### config.mk
export PLATFORM = sky130hd
export DESIGN_NAME = segment_first_fit_allocator
export DESIGN_NICKNAME = d
export VERILOG_FILES = /design/src/sv/sffa_pkg.sv /design/src/sv/sffa_front.sv /design/src/sv/sffa_engine.sv /design/src/sv/segment_first_fit_allocator.sv
export SDC_FILE = /design/constraint.sdc
export NUM_CORES = 2
export LEC_CHECK = 0
export CAP_MARGIN = 25
export CORE_UTILIZATION = 35
export DETAILED_ROUTE_END_ITERATION = 6
export DONT_BUFFER_PORTS = 1
export PLACE_DENSITY_LB_ADDON = 0.08
export SYNTH_ARGS = -nofsm -noshare
export SYNTH_HDL_FRONTEND = slang
export SYNTH_SLANG_ARGS = --single-unit
export TNS_END_PERCENT = 100
### constraint.sdc
create_clock -name clock -period 12 [get_ports clock]
set_clock_uncertainty 0.1 [all_clocks]
set_input_delay 0.6 -clock clock [delete_from_list [all_inputs] [get_ports clock]]
set_output_delay 0.6 -clock clock [all_outputs]
set_load 0.01 [all_outputs]
### src/sv/sffa_pkg.sv
package sffa_pkg;

   localparam int MEM_UNITS_DEF = 64;
   localparam logic [7:0] BLANK_BYTE = 8'h20;

   localparam logic [2:0] CMD_ALLOC     = 3'd0;
   localparam logic [2:0] CMD_WRITE     = 3'd1;
   localparam logic [2:0] CMD_READ      = 3'd2;
   localparam logic [2:0] CMD_FREE_SEG  = 3'd3;
   localparam logic [2:0] CMD_FREE_PROC = 3'd4;
   localparam logic [2:0] CMD_FREE_ALL  = 3'd5;

   localparam logic [2:0] ST_OK        = 3'd0;
   localparam logic [2:0] ST_NO_SPACE  = 3'd1;
   localparam logic [2:0] ST_EXISTS    = 3'd2;
   localparam logic [2:0] ST_NOT_FOUND = 3'd3;
   localparam logic [2:0] ST_ADDR_ERR  = 3'd4;
   localparam logic [2:0] ST_NOTHING   = 3'd5;
   localparam logic [2:0] ST_INVALID   = 3'd6;

   typedef enum logic [2:0] {
      OP_ALLOC,
      OP_WRITE,
      OP_READ,
      OP_FREE_SEG,
      OP_FREE_PROC,
      OP_FREE_ALL,
      OP_BAD
   } op_type;

   typedef struct packed {
      logic [2:0] command;
      logic [7:0] process_id;
      logic [7:0] segment_number;
      logic [6:0] length;
      logic [5:0] offset;
      logic [7:0] write_data;
   } req_type;

   typedef struct packed {
      logic [2:0] status;
      logic [5:0] base_address;
      logic [7:0] read_data;
   } rsp_type;

   typedef struct packed {
      op_type     op;
      logic       proc_zero;
      logic       len_zero;
      logic       len_over;
      logic [7:0] process_id;
      logic [7:0] segment_number;
      logic [6:0] length;
      logic [5:0] offset;
      logic [7:0] write_data;
   } task_type;

   typedef struct packed {
      logic [7:0] process_id;
      logic [7:0] segment_number;
      logic [6:0] limit;
   } ent_type;

endpackage

### src/sv/sffa_front.sv
module sffa_front #(
   parameter int MEM_UNITS = sffa_pkg::MEM_UNITS_DEF
) (
   input  logic               clock,
   input  logic               reset,
   input  logic               req_valid,
   output logic               req_stall,
   input  sffa_pkg::req_type  req_data,
   input  logic               hold,
   output logic               task_valid,
   input  logic               task_pop,
   output sffa_pkg::task_type task_data
);

   sffa_pkg::task_type cls;
   sffa_pkg::task_type q_ff [2];
   logic               wp_ff, wp_in;
   logic               rp_ff, rp_in;
   logic [1:0]         cnt_ff, cnt_in;
   logic               push, pop;

   always_comb begin
      cls.process_id     = req_data.process_id;
      cls.segment_number = req_data.segment_number;
      cls.length         = req_data.length;
      cls.offset         = req_data.offset;
      cls.write_data     = req_data.write_data;
      cls.proc_zero      = (req_data.process_id == 8'd0);
      cls.len_zero       = (req_data.length == 7'd0);
      cls.len_over       = (32'(req_data.length) > 32'(MEM_UNITS));
      unique case (req_data.command)
         sffa_pkg::CMD_ALLOC:     cls.op = sffa_pkg::OP_ALLOC;
         sffa_pkg::CMD_WRITE:     cls.op = sffa_pkg::OP_WRITE;
         sffa_pkg::CMD_READ:      cls.op = sffa_pkg::OP_READ;
         sffa_pkg::CMD_FREE_SEG:  cls.op = sffa_pkg::OP_FREE_SEG;
         sffa_pkg::CMD_FREE_PROC: cls.op = sffa_pkg::OP_FREE_PROC;
         sffa_pkg::CMD_FREE_ALL:  cls.op = sffa_pkg::OP_FREE_ALL;
         default:                 cls.op = sffa_pkg::OP_BAD;
      endcase
   end

   assign req_stall  = hold || (cnt_ff == 2'd2);
   assign push       = req_valid && !req_stall;
   assign task_valid = (cnt_ff != 2'd0);
   assign pop        = task_pop && task_valid;
   assign task_data  = q_ff[rp_ff];

   always_comb begin
      wp_in  = push ? !wp_ff : wp_ff;
      rp_in  = pop ? !rp_ff : rp_ff;
      cnt_in = cnt_ff + {1'b0, push} - {1'b0, pop};
   end

   always_ff @(posedge clock) begin
      if (push) begin
         q_ff[wp_ff] <= cls;
      end
   end

   always_ff @(posedge clock) begin
      if (reset) begin
         wp_ff  <= 1'b0;
         rp_ff  <= 1'b0;
         cnt_ff <= 2'd0;
      end else begin
         wp_ff  <= wp_in;
         rp_ff  <= rp_in;
         cnt_ff <= cnt_in;
      end
   end

endmodule

### src/sv/sffa_engine.sv
module sffa_engine #(
   parameter int MEM_UNITS = sffa_pkg::MEM_UNITS_DEF
) (
   input  logic               clock,
   input  logic               reset,
   input  logic               task_valid,
   output logic               task_pop,
   input  sffa_pkg::task_type task_data,
   output logic               clearing,
   output logic               rsp_valid,
   input  logic               rsp_stall,
   output sffa_pkg::rsp_type  rsp_data
);

   localparam int AW = $clog2(MEM_UNITS);
   localparam int CW = $clog2(MEM_UNITS + 1);
   localparam int LW = ((AW > 7) ? AW : 7) + 1;
   localparam int BW = (AW > 6) ? AW : 6;

   typedef enum logic [10:0] {
      S_CLEAR  = 11'b000_0000_0001,
      S_IDLE   = 11'b000_0000_0010,
      S_FIND   = 11'b000_0000_0100,
      S_FIT    = 11'b000_0000_1000,
      S_MARK   = 11'b000_0001_0000,
      S_CHECK  = 11'b000_0010_0000,
      S_ACCESS = 11'b000_0100_0000,
      S_REL    = 11'b000_1000_0000,
      S_PSCAN  = 11'b001_0000_0000,
      S_ALL    = 11'b010_0000_0000,
      S_DONE   = 11'b100_0000_0000
   } state_type;

   state_type          state_ff, state_in;
   logic [AW-1:0]      idx_ff, idx_in;
   logic [AW-1:0]      e_ff, e_in;
   logic [AW-1:0]      k_ff, k_in;
   logic [AW-1:0]      start_ff, start_in;
   logic [CW-1:0]      run_ff, run_in;
   logic [CW-1:0]      cnt_ff, cnt_in;
   logic [6:0]         lim_ff, lim_in;
   logic               hit_ff, hit_in;
   sffa_pkg::task_type tk_ff, tk_in;
   sffa_pkg::rsp_type  res_ff, res_in;
   logic               rsp_valid_ff, rsp_valid_in;
   sffa_pkg::rsp_type  rsp_data_ff, rsp_data_in;

   logic               used_mem [MEM_UNITS];
   sffa_pkg::ent_type  ent_mem [MEM_UNITS];
   logic [7:0]         data_mem [MEM_UNITS];
   logic               used_q;
   sffa_pkg::ent_type  ent_q;
   logic [7:0]         data_q;

   logic               u_we, u_wd;
   logic [AW-1:0]      u_wa;
   logic               e_we;
   logic [AW-1:0]      e_wa;
   sffa_pkg::ent_type  e_wd;
   logic               d_we;
   logic [AW-1:0]      d_wa;
   logic [7:0]         d_wd;

   logic               last;
   logic               match;
   logic [AW-1:0]      unit;
   logic [LW-1:0]      dsum;
   logic [AW-1:0]      d_ra;
   logic [BW-1:0]      e_ext;
   logic [5:0]         base6;
   logic [CW-1:0]      run_nx;
   logic               rel_end;
   logic               mark_end;
   logic               addr_bad;
   logic               rsp_load;

   always_comb begin
      last     = (idx_ff == AW'(MEM_UNITS - 1));
      match    = (ent_q.process_id != 8'd0) && (ent_q.process_id == tk_ff.process_id)
                 && (ent_q.segment_number == tk_ff.segment_number);
      unit     = e_ff + k_ff;
      dsum     = LW'(e_ff) + LW'(tk_ff.offset);
      d_ra     = dsum[AW-1:0];
      e_ext    = BW'(e_ff);
      base6    = e_ext[5:0];
      run_nx   = run_ff + 1'b1;
      rel_end  = ((LW'(k_ff) + 1'b1) == LW'(lim_ff)) || (unit == AW'(MEM_UNITS - 1));
      mark_end = ((CW'(k_ff) + 1'b1) == CW'(tk_ff.length));
      addr_bad = (LW'(tk_ff.offset) >= LW'(lim_ff)) || (dsum >= LW'(MEM_UNITS));
      rsp_load = (state_ff == S_DONE) && (!rsp_valid_ff || !rsp_stall);
   end

   always_comb begin
      state_in     = state_ff;
      idx_in       = idx_ff;
      e_in         = e_ff;
      k_in         = k_ff;
      start_in     = start_ff;
      run_in       = run_ff;
      cnt_in       = cnt_ff;
      lim_in       = lim_ff;
      hit_in       = hit_ff;
      tk_in        = tk_ff;
      res_in       = res_ff;
      rsp_valid_in = rsp_valid_ff && rsp_stall;
      rsp_data_in  = rsp_data_ff;
      task_pop     = 1'b0;
      u_we         = 1'b0;
      u_wa         = idx_ff;
      u_wd         = 1'b0;
      e_we         = 1'b0;
      e_wa         = idx_ff;
      e_wd         = '0;
      d_we         = 1'b0;
      d_wa         = unit;
      d_wd         = sffa_pkg::BLANK_BYTE;

      unique case (state_ff)
         S_CLEAR: begin
            u_we = 1'b1;
            e_we = 1'b1;
            if (last) begin
               cnt_in   = '0;
               idx_in   = '0;
               state_in = S_IDLE;
            end else begin
               idx_in = idx_ff + 1'b1;
            end
         end
         S_IDLE: begin
            if (task_valid) begin
               task_pop         = 1'b1;
               tk_in            = task_data;
               idx_in           = '0;
               hit_in           = 1'b0;
               res_in.status    = sffa_pkg::ST_INVALID;
               res_in.base_address = 6'd0;
               res_in.read_data = 8'd0;
               state_in         = S_DONE;
               unique case (task_data.op)
                  sffa_pkg::OP_ALLOC: begin
                     if (!task_data.proc_zero && !task_data.len_zero) begin
                        state_in = S_FIND;
                     end
                  end
                  sffa_pkg::OP_WRITE, sffa_pkg::OP_READ: begin
                     if (!task_data.proc_zero) begin
                        state_in = S_FIND;
                     end
                  end
                  sffa_pkg::OP_FREE_SEG: begin
                     if (cnt_ff == '0) begin
                        res_in.status = sffa_pkg::ST_NOTHING;
                     end else if (!task_data.proc_zero) begin
                        state_in = S_FIND;
                     end
                  end
                  sffa_pkg::OP_FREE_PROC: begin
                     if (cnt_ff == '0) begin
                        res_in.status = sffa_pkg::ST_NOTHING;
                     end else if (!task_data.proc_zero) begin
                        state_in = S_PSCAN;
                     end
                  end
                  sffa_pkg::OP_FREE_ALL: begin
                     if (cnt_ff == '0) begin
                        res_in.status = sffa_pkg::ST_NOTHING;
                     end else begin
                        state_in = S_ALL;
                     end
                  end
                  default: begin
                     state_in = S_DONE;
                  end
               endcase
            end
         end
         S_FIND: begin
            if (match) begin
               e_in   = idx_ff;
               lim_in = ent_q.limit;
               k_in   = '0;
               case (tk_ff.op)
                  sffa_pkg::OP_ALLOC: begin
                     res_in.status = sffa_pkg::ST_EXISTS;
                     state_in      = S_DONE;
                  end
                  sffa_pkg::OP_FREE_SEG: state_in = S_REL;
                  default:               state_in = S_CHECK;
               endcase
            end else if (last) begin
               if (tk_ff.op == sffa_pkg::OP_ALLOC) begin
                  if (tk_ff.len_over) begin
                     res_in.status = sffa_pkg::ST_NO_SPACE;
                     state_in      = S_DONE;
                  end else begin
                     idx_in   = '0;
                     run_in   = '0;
                     start_in = '0;
                     state_in = S_FIT;
                  end
               end else begin
                  res_in.status = sffa_pkg::ST_NOT_FOUND;
                  state_in      = S_DONE;
               end
            end else begin
               idx_in = idx_ff + 1'b1;
            end
         end
         S_FIT: begin
            if (!used_q && (run_nx == CW'(tk_ff.length))) begin
               e_in     = start_ff;
               k_in     = '0;
               state_in = S_MARK;
            end else begin
               if (used_q) begin
                  run_in   = '0;
                  start_in = idx_ff + 1'b1;
               end else begin
                  run_in = run_nx;
               end
               if (last) begin
                  res_in.status = sffa_pkg::ST_NO_SPACE;
                  state_in      = S_DONE;
               end else begin
                  idx_in = idx_ff + 1'b1;
               end
            end
         end
         S_MARK: begin
            u_we = 1'b1;
            u_wa = unit;
            u_wd = 1'b1;
            if (mark_end) begin
               e_we                = 1'b1;
               e_wa                = e_ff;
               e_wd.process_id     = tk_ff.process_id;
               e_wd.segment_number = tk_ff.segment_number;
               e_wd.limit          = tk_ff.length;
               cnt_in              = cnt_ff + CW'(tk_ff.length);
               res_in.status       = sffa_pkg::ST_OK;
               res_in.base_address = base6;
               state_in            = S_DONE;
            end else begin
               k_in = k_ff + 1'b1;
            end
         end
         S_CHECK: begin
            res_in.base_address = base6;
            if (addr_bad) begin
               res_in.status = sffa_pkg::ST_ADDR_ERR;
               state_in      = S_DONE;
            end else if (tk_ff.op == sffa_pkg::OP_WRITE) begin
               d_we          = 1'b1;
               d_wa          = d_ra;
               d_wd          = tk_ff.write_data;
               res_in.status = sffa_pkg::ST_OK;
               state_in      = S_DONE;
            end else begin
               state_in = S_ACCESS;
            end
         end
         S_ACCESS: begin
            res_in.status    = sffa_pkg::ST_OK;
            res_in.read_data = data_q;
            state_in         = S_DONE;
         end
         S_REL: begin
            u_we = 1'b1;
            u_wa = unit;
            d_we = 1'b1;
            if (rel_end) begin
               e_we   = 1'b1;
               e_wa   = e_ff;
               cnt_in = cnt_ff - CW'(lim_ff);
               if (tk_ff.op == sffa_pkg::OP_FREE_SEG) begin
                  res_in.status       = sffa_pkg::ST_OK;
                  res_in.base_address = base6;
                  state_in            = S_DONE;
               end else if (last) begin
                  res_in.status = sffa_pkg::ST_OK;
                  state_in      = S_DONE;
               end else begin
                  idx_in   = idx_ff + 1'b1;
                  state_in = S_PSCAN;
               end
            end else begin
               k_in = k_ff + 1'b1;
            end
         end
         S_PSCAN: begin
            if (ent_q.process_id == tk_ff.process_id) begin
               hit_in   = 1'b1;
               e_in     = idx_ff;
               lim_in   = ent_q.limit;
               k_in     = '0;
               state_in = S_REL;
            end else if (last) begin
               res_in.status = hit_ff ? sffa_pkg::ST_OK : sffa_pkg::ST_NOT_FOUND;
               state_in      = S_DONE;
            end else begin
               idx_in = idx_ff + 1'b1;
            end
         end
         S_ALL: begin
            u_we = 1'b1;
            e_we = 1'b1;
            d_we = 1'b1;
            d_wa = idx_ff;
            if (last) begin
               cnt_in        = '0;
               res_in.status = sffa_pkg::ST_OK;
               state_in      = S_DONE;
            end else begin
               idx_in = idx_ff + 1'b1;
            end
         end
         S_DONE: begin
            if (rsp_load) begin
               rsp_valid_in = 1'b1;
               rsp_data_in  = res_ff;
               state_in     = S_IDLE;
            end
         end
         default: begin
            state_in = S_IDLE;
         end
      endcase
   end

   always_ff @(posedge clock) begin
      if (u_we) begin
         used_mem[u_wa] <= u_wd;
      end
      if (e_we) begin
         ent_mem[e_wa] <= e_wd;
      end
      if (d_we) begin
         data_mem[d_wa] <= d_wd;
      end
      used_q <= used_mem[idx_in];
      ent_q  <= ent_mem[idx_in];
      data_q <= data_mem[d_ra];
   end

   always_ff @(posedge clock) begin
      e_ff        <= e_in;
      k_ff        <= k_in;
      start_ff    <= start_in;
      run_ff      <= run_in;
      lim_ff      <= lim_in;
      tk_ff       <= tk_in;
      res_ff      <= res_in;
      rsp_data_ff <= rsp_data_in;
   end

   always_ff @(posedge clock) begin
      if (reset) begin
         state_ff     <= S_CLEAR;
         idx_ff       <= '0;
         cnt_ff       <= '0;
         hit_ff       <= 1'b0;
         rsp_valid_ff <= 1'b0;
      end else begin
         state_ff     <= state_in;
         idx_ff       <= idx_in;
         cnt_ff       <= cnt_in;
         hit_ff       <= hit_in;
         rsp_valid_ff <= rsp_valid_in;
      end
   end

   assign clearing  = (state_ff == S_CLEAR);
   assign rsp_valid = rsp_valid_ff;
   assign rsp_data  = rsp_data_ff;

`ifndef SYNTHESIS
   a_cnt_range: assert property (@(posedge clock) disable iff (reset)
      cnt_ff <= CW'(MEM_UNITS))
      else $error("used count exceeds memory size");

   a_pop_idle: assert property (@(posedge clock) disable iff (reset)
      task_pop |-> (state_ff == S_IDLE))
      else $error("task taken outside idle");

   a_load_valid: assert property (@(posedge clock) disable iff (reset)
      rsp_load |=> rsp_valid_ff)
      else $error("loaded result not presented");

   a_nothing: assert property (@(posedge clock) disable iff (reset)
      (rsp_load && (res_ff.status == sffa_pkg::ST_NOTHING)) |-> (cnt_ff == '0))
      else $error("nothing-allocated status with units in use");
`endif

endmodule

### src/sv/segment_first_fit_allocator.sv
// First-fit segment allocator: one response transaction per request transaction.
// After reset the block sweeps every entry of its tables and holds req_stall
// high. A request then walks the tables, one unit per cycle through a single
// read port per table: a lookup walks up to MEM_UNITS entries, allocate adds a
// fit scan of up to MEM_UNITS units plus its length of units to mark, free
// process walks all entries plus each freed length, and free all sweeps all
// MEM_UNITS units. A two-deep request queue and a response register let each
// side stall independently.
module segment_first_fit_allocator #(
   parameter int MEM_UNITS = sffa_pkg::MEM_UNITS_DEF
) (
   input  logic              clock,
   input  logic              reset,
   input  logic              req_valid,
   output logic              req_stall,
   input  sffa_pkg::req_type req_data,
   output logic              rsp_valid,
   input  logic              rsp_stall,
   output sffa_pkg::rsp_type rsp_data
);

   logic               task_valid;
   logic               task_pop;
   sffa_pkg::task_type task_data;
   logic               clearing;

   sffa_front #(
      .MEM_UNITS(MEM_UNITS)
   ) u_front (
      .clock      (clock),
      .reset      (reset),
      .req_valid  (req_valid),
      .req_stall  (req_stall),
      .req_data   (req_data),
      .hold       (clearing),
      .task_valid (task_valid),
      .task_pop   (task_pop),
      .task_data  (task_data)
   );

   sffa_engine #(
      .MEM_UNITS(MEM_UNITS)
   ) u_engine (
      .clock      (clock),
      .reset      (reset),
      .task_valid (task_valid),
      .task_pop   (task_pop),
      .task_data  (task_data),
      .clearing   (clearing),
      .rsp_valid  (rsp_valid),
      .rsp_stall  (rsp_stall),
      .rsp_data   (rsp_data)
   );

endmodule

After elaboration in Yosys (flattened, before gate mapping)
Memory sizes are Yosys's and may differ from the RTL's. A register that Yosys moved wholly into a read port is not among the register bits.
Cells that the tools add are included.

storage, ports and cells
  register bits = 137
  memory bits (writable) = 2,134
  input port bits = 44
  output and inout bits = 19
  word-level logic and storage cells = 285
  memories kept = 4

memory list
  memory             words  bits a word  read ports  clocked after memory_dff  write ports  RTL line           source
  u_engine.ent_mem   64     23           1           1                         1            sffa_engine.sv:49  sffa_pkg::ent_type ent_mem [MEM_UNITS];
  u_engine.data_mem  64     8            1           1                         1            sffa_engine.sv:50  logic [7:0] data_mem [MEM_UNITS];
  u_front.q_ff       2      43           1           1                         1            sffa_front.sv:16   sffa_pkg::task_type q_ff [2];
  u_engine.used_mem  64     1            1           1                         1            sffa_engine.sv:48  logic used_mem [MEM_UNITS];

operators by class
  $add $sub $neg = 11
  $lt $le $gt $ge = 3
  eq/ne operators = 56
  multiplexer cells = 129
  reductions and logical operators = 56

operators with widths
  cell                  number
  $mux W11              22
  $mux W6               31
  $pmux W11 S11         1
  $mux W7               11
  $pmux W11 S5          1
  $mux W23              2
  $mux W3               14
  $pmux W6 S7           1
  $pmux W6 S2           3
  $pmux W6 S5           1
  $ne A2 B1 Y1 const B  14
  $pmux W7 S2           2
  $pmux W3 S9           1
  $mux W8               3
  $pmux W6 S4           1
  $mux W1               22
  $pmux W11 S2          1
  $pmux W7 S3           1
  $mux W9               2
  $pmux W3 S6           1
  $pmux W6 S3           1
  $reduce_and A6 Y1     3
  $mux W17              1
  $eq A8 B8 Y1          2
  other kinds (59)      113

Depth between registers and ports, before layout
  word-level depth = 7
  mapped depth = 19
  depth with buffers taken out = 15

By module
A second synthesis with hierarchy kept.

unflattened totals
  cell total of the unflattened synthesis = 5,834
  area, all modules = 93,448.4 um^2

by module, submodules not included
  module       times used  cells an instance  area each (um^2)  sequential area each (um^2)
  sffa_engine  1           5,662              90,021.3          65,873.2
  sffa_front   1           172                3,427.0           2,682.6

Worst setup path after synthesis
Ideal clock, no wire load.

  kind = reg-to-reg
  start point = register u_engine.state_ff[1]
  end point = memory u_engine.ent_mem[0][0] (netlist name) (data pin)
  setup time = 0.681 ns
  data arrival time = 4.306 ns
  data required time = 11.219 ns
  setup slack = 6.913 ns
  cell stages (with the launch flop) = 9
  buffers on the path = 2
  clock period less this slack = 5.087 ns
  cells stage by stage = dfxtp_1 clkbuf_1 nor3_4 nand2_1 nor4_1 nand2b_1 or3b_2 clkbuf_1 nor3_1

RTL lines
  element                 RTL line            source
  from (decl)             sffa_engine.sv:34   state_type state_ff, state_in;
  from (signal assigned)  sffa_engine.sv:365  state_ff <= state_in;
  to (decl)               sffa_engine.sv:49

Final worst setup path
  start point = register u_engine.idx_ff[0]
  end point = register u_engine.ent_q[6] (netlist name)

on the way
  cells in the longest elaborated chain, start to end = 5
  elaborated cells on any way between the ends = 14
  classes of those cells = add/sub: 1; eq/ne: 1; mux: 12

ends and longest elaborated chain
  element                                RTL line                                source
  from (decl)                            sffa_engine.sv:35                       logic [AW-1:0] idx_ff, idx_in;
  from (signal assigned)                 sffa_engine.sv:366                      idx_ff <= idx_in;
  $add A6 B1 Y6 (tied with other cells)  -
  $mux W6 (on tied branches)             -
  $mux W6 (on tied branches)             sffa_engine.sv:276, sffa_engine.sv:191
  $mux W6 (on tied branches)             sffa_engine.sv:272, sffa_engine.sv:179
  $pmux W6 S7 (*)                        sffa_engine.sv:118                      unique case (state_ff)

Mark *: on every way between the ends. The rest lies on a longest branch, timed or not.
A chain may end at the register's enable or synchronous reset.

==> run metrics <==
Hold Violations, Final=0; CTS resizes=0; core box area=263,000 um2; Unique masters post-synth=89; reg2reg start=u_engine.idx_ff[0]$_SDFF_PP0_; mean area per synthesized cell=about 15 um2; Synth Flop Type=edfxtp_1; switching power=5.56 mW; Seq pwr share=0.456; GPL Wtd Cong=between 0.8 and 0.9; cts hold-fix bufs=44; layout cell share with drive strength beyond 1=0.141; post-synthesis sequential area ratio=0.740; CP startpoint kind=register; R2R setup slack=around 5.1 ns; dpl hpwl=171,000 um; P_leak=between 30 and 40 nW; WP data required=12.61 ns; root buf cell=clkbuf_16; maximum vdd drop=0.279 mV; IO Pins=63; CTS max path bufs=4; DRT Pass-1 Iters=7; WHS Endpoint=u_front.wp_ff$_SDFFE_PP0P_; Fillers=24,100; Sw Ratio=0.281; maxcap violations=0; total power=19.8 mW; Worst-Margin Slew=1.13 ns; DRT iter0 DRCs=around 5,700; Seq cells post-synth=2,304; CTS H-Tree Depth=5; f_max=145 MHz; asr flop ratio synth=0; Max stage delay on crit path=0.81 ns; Int Pwr=14.2 mW; largest net degree at the start of global routing=162; Hold Crit Class=primary input to register; RR Endpoint=u_engine.ent_q[6]$_DFF_P_; power share of the combinational group=0.145; Synth-to-Final Area Change=14.5%; Clk pwr share=0.399; CP max FO=39; HP Start=req_valid; Total GRT Usage=0.219; Clock Sinks=2,304; placed insts=9,315; Rel. slew slack=0.247; global-route congestion overflow total=0; Max Slew Vio Count=0; cells on worst reg2reg path=16; vias in the first global route=roughly 53,000; Die W=around 520 um; total wire length=294,000 um; Layout Nets=between 6,000 and 7,000; Routed Antenna Nets=0; Die H=516 um; Vias/cell=roughly 5.5; die area=267,000 um2; final instance area=106,000 um2; CP Buf/Inv Count=3; clock latency on the worst-skew pair=slightly above 0.9 ns; row count=approximately 190; outcome=finished clean; Initial Utilization=0.352; CTS buffer count=280; PwrDens=roughly 190 nW/um2; Final period util=0.574; critical path capture point type=register; CTS tree=yes; Hold Path Depth=3; first-pass GRT wire length=around 420,000 um; DR vias=54,300; initial antenna violation count=27; Routed WL per cell=29.9 um; slowest CP cell=a21oi_1; IO buf count=0; Tmin final=6.88 ns; Reg clk slew, reported paths=0.06 ns; Mapped Cells=6,048; postcts setup bufs=0; Mapped Nets=6,125; final setup fails=0; CP top delay family=compound AO/OA/AOI/OAI gates; Worst Path Arrival=7.49 ns; Post-Syn Area=92,600 um2; Cell Count, Final, Fillers Out=9,846; Post-Route Setup TNS=0 ns; CP Class=register to register; Post-synth EDFFs=2,241; CP cell instances=ha_1, and3_1, and3_1, inv_2, ha_1, nor2_1, a211oi_1, o311a_4, and2_4, buf_4, buf_4, mux2i_1, a211oi_1, a221o_1, a21oi_1, nor3_1; DR DRC count=0; RSZ-0062 raised after global routing=false; Syn. warnings=0; dpl cell area=97,100 um2
[how the worst max path moves through the flow]
stage	from	to	slack [ns]	cells after the start
floorplan	u_engine.state_ff[1]$_SDFFE_PP0P_	u_engine.ent_mem[0][0]$_DFFE_PP_	6.91	8
detailed placement	u_engine.k_ff[0]$_SDFFCE_PP0P_	u_engine.used_q$_DFF_P_	5.26	16
CTS	u_engine.idx_ff[0]$_SDFF_PP0_	u_engine.ent_q[6]$_DFF_P_	5.24	16
global placement	u_engine.k_ff[0]$_SDFFCE_PP0P_	u_engine.ent_q[22]$_DFF_P_	4.83	13
finish	u_engine.idx_ff[0]$_SDFF_PP0_	u_engine.ent_q[6]$_DFF_P_	5.12	16
global route	u_engine.k_ff[0]$_SDFFCE_PP0P_	u_engine.used_q$_DFF_P_	4.80	16
[cell families after synthesis]
| group | share of synthesized area |
|---|---|
| xor+xnor | 0.00770 |
| fa+ha+maj | 0.00470 |
| mux | 0.0502 |
| flops | 0.740 |
| compound gates | 0.0832 |
| simple gates | 0.0937 |
| buf+inv | 0.0201 |
[worst register-to-register path: cells and delay by family (launching register included)]
kind	cells	cell delay, ns
multiplexers	1	0.27
buffers and inverters	3	1.20
flip-flops	1	0.67
adder cells (fa/ha/maj)	2	0.66
AND/OR/NAND/NOR	5	1.61
AO/OA/AOI/OAI	5	2.17
[Yosys cell counts, types with 8 or more instances]
master	count	area share
edfxtp_1	2241	0.73
nand2_1	885	0.036
a211oi_1	409	0.033
a31oi_1	337	0.023
and3_1	316	0.021
nor2_1	297	0.012
clkbuf_1	244	0.0099
mux4_2	168	0.041
buf_2	121	0.0065
and2_1	97	0.0066
o22ai_1	75	0.0051
a21oi_1	70	0.0038
dfxtp_1	63	0.014
nand3_1	55	0.0030
buf_1	44	0.0018
mux2_2	43	0.0052
mux2i_1	38	0.0041
nor3_1	38	0.0021
inv_1	34	0.0014
xor2_1	32	0.0030
xnor2_1	31	0.0029
ha_1	30	0.0041
or4_1	29	0.0024
a221o_1	27	0.0029
o21ai_0	27	0.0015
o221ai_1	24	0.0023
a311oi_1	23	0.0022
o22a_1	23	0.0022
nand2b_1	20	0.0014
nor4_1	19	0.0013
nand4_1	18	0.0012
nor2b_1	13	0.00088
or3_1	12	0.00081
a21o_1	11	0.00089
or2_2	10	0.00068
nand4b_1	8	0.00076
nor3b_1	8	0.00065
[through the flow]
stage / setup slack, ns / hold WS, ns / utilization
floorplan: 6.91 / 0.286 / -
global placement: 4.83 / 0.305 / 0.369
detailed placement: 5.26 / 0.305 / 0.370
CTS: 5.24 / 0.0371 / 0.403
global route: 4.80 / 0.103 / 0.403
finish: 5.12 / 0.105 / 0.403
[cell usage in the layout, fill, tap and decap left out, drive strengths merged, types with 24 or more instances in the layout]
cell type,Yosys,routed
nand2,886,886
xor2,32,32
nand3,58,58
ha,30,30
inv,35,44
and2,97,97
edfxtp,2241,2241
a21oi,70,70
a221o,27,27
o22ai,75,75
xnor2,31,31
o221ai,24,24
nor3,42,42
dfxtp,63,63
buf,171,174
mux4,168,168
and3,316,316
or4,29,29
nor2,299,299
clkinv,0,86
clkbuf,244,361
o21ai,31,31
dlygate4sd3,0,43
a31oi,337,337
mux2i,38,38
a211oi,410,410
mux2,43,43
[flip-flops by register name, indices dropped and copies added, names as in the netlist, named ones only]
register / flops
u_engine.data_mem: 512
u_engine.lim_ff: 7
u_engine.idx_ff: 6
u_engine.used_mem: 64
u_engine.start_ff: 6
u_engine.run_ff: 7
u_engine.res_ff: 17
u_engine.tk_ff: 41
u_engine.hit_ff: 1
u_front.q_ff: 86
u_engine.rsp_data: 17
u_engine.ent_q: 23
u_engine.k_ff: 6
u_engine.ent_mem: 1472
u_front.cnt_ff: 2
u_front.wp_ff: 1
u_engine.data_q: 8
u_engine.rsp_valid: 1
u_engine.used_q: 1
u_engine.state_ff: 11
u_front.rp_ff: 1
u_engine.base6: 6
u_engine.cnt_ff: 7
[power groups by stage]
stage               logic [mW]  clock network (mW)  registers, mW
finish                    2.86                7.90           9.01
detailed placement        2.88                   0           9.18
floorplan                 1.78                   0           9.06
global route              3.06                8.37           9.01
global placement          2.88                   0           9.19
CTS                       2.90                8.08           9.02
[routing by layer]
layer | vias to the layer above | share of wire | track usage
li1 | 23900 | - | -
met1 | 28500 | 0.47 | 0.327
met2 | 1600 | 0.45 | 0.338
met3 | 352 | 0.052 | 0.0298
met4 | 2 | 0.020 | 0.0484
met5 | - | 0.000044 | 0
[layout make-up]
class                           count  area [um2]  share of cell area
Inverter                           35         131             0.00124
Antenna cell                        8        20.0            0.000189
Multi-Input combinational cell   3294       22600               0.213
Clock inverter                    112         911             0.00859
Clock buffer                      360        7450              0.0703
Timing Repair Buffer              218        1970              0.0186
Sequential cell                  2304       68600               0.647
Tap cell                         3515        4400              0.0415
(Power assumes the default switching activity.)
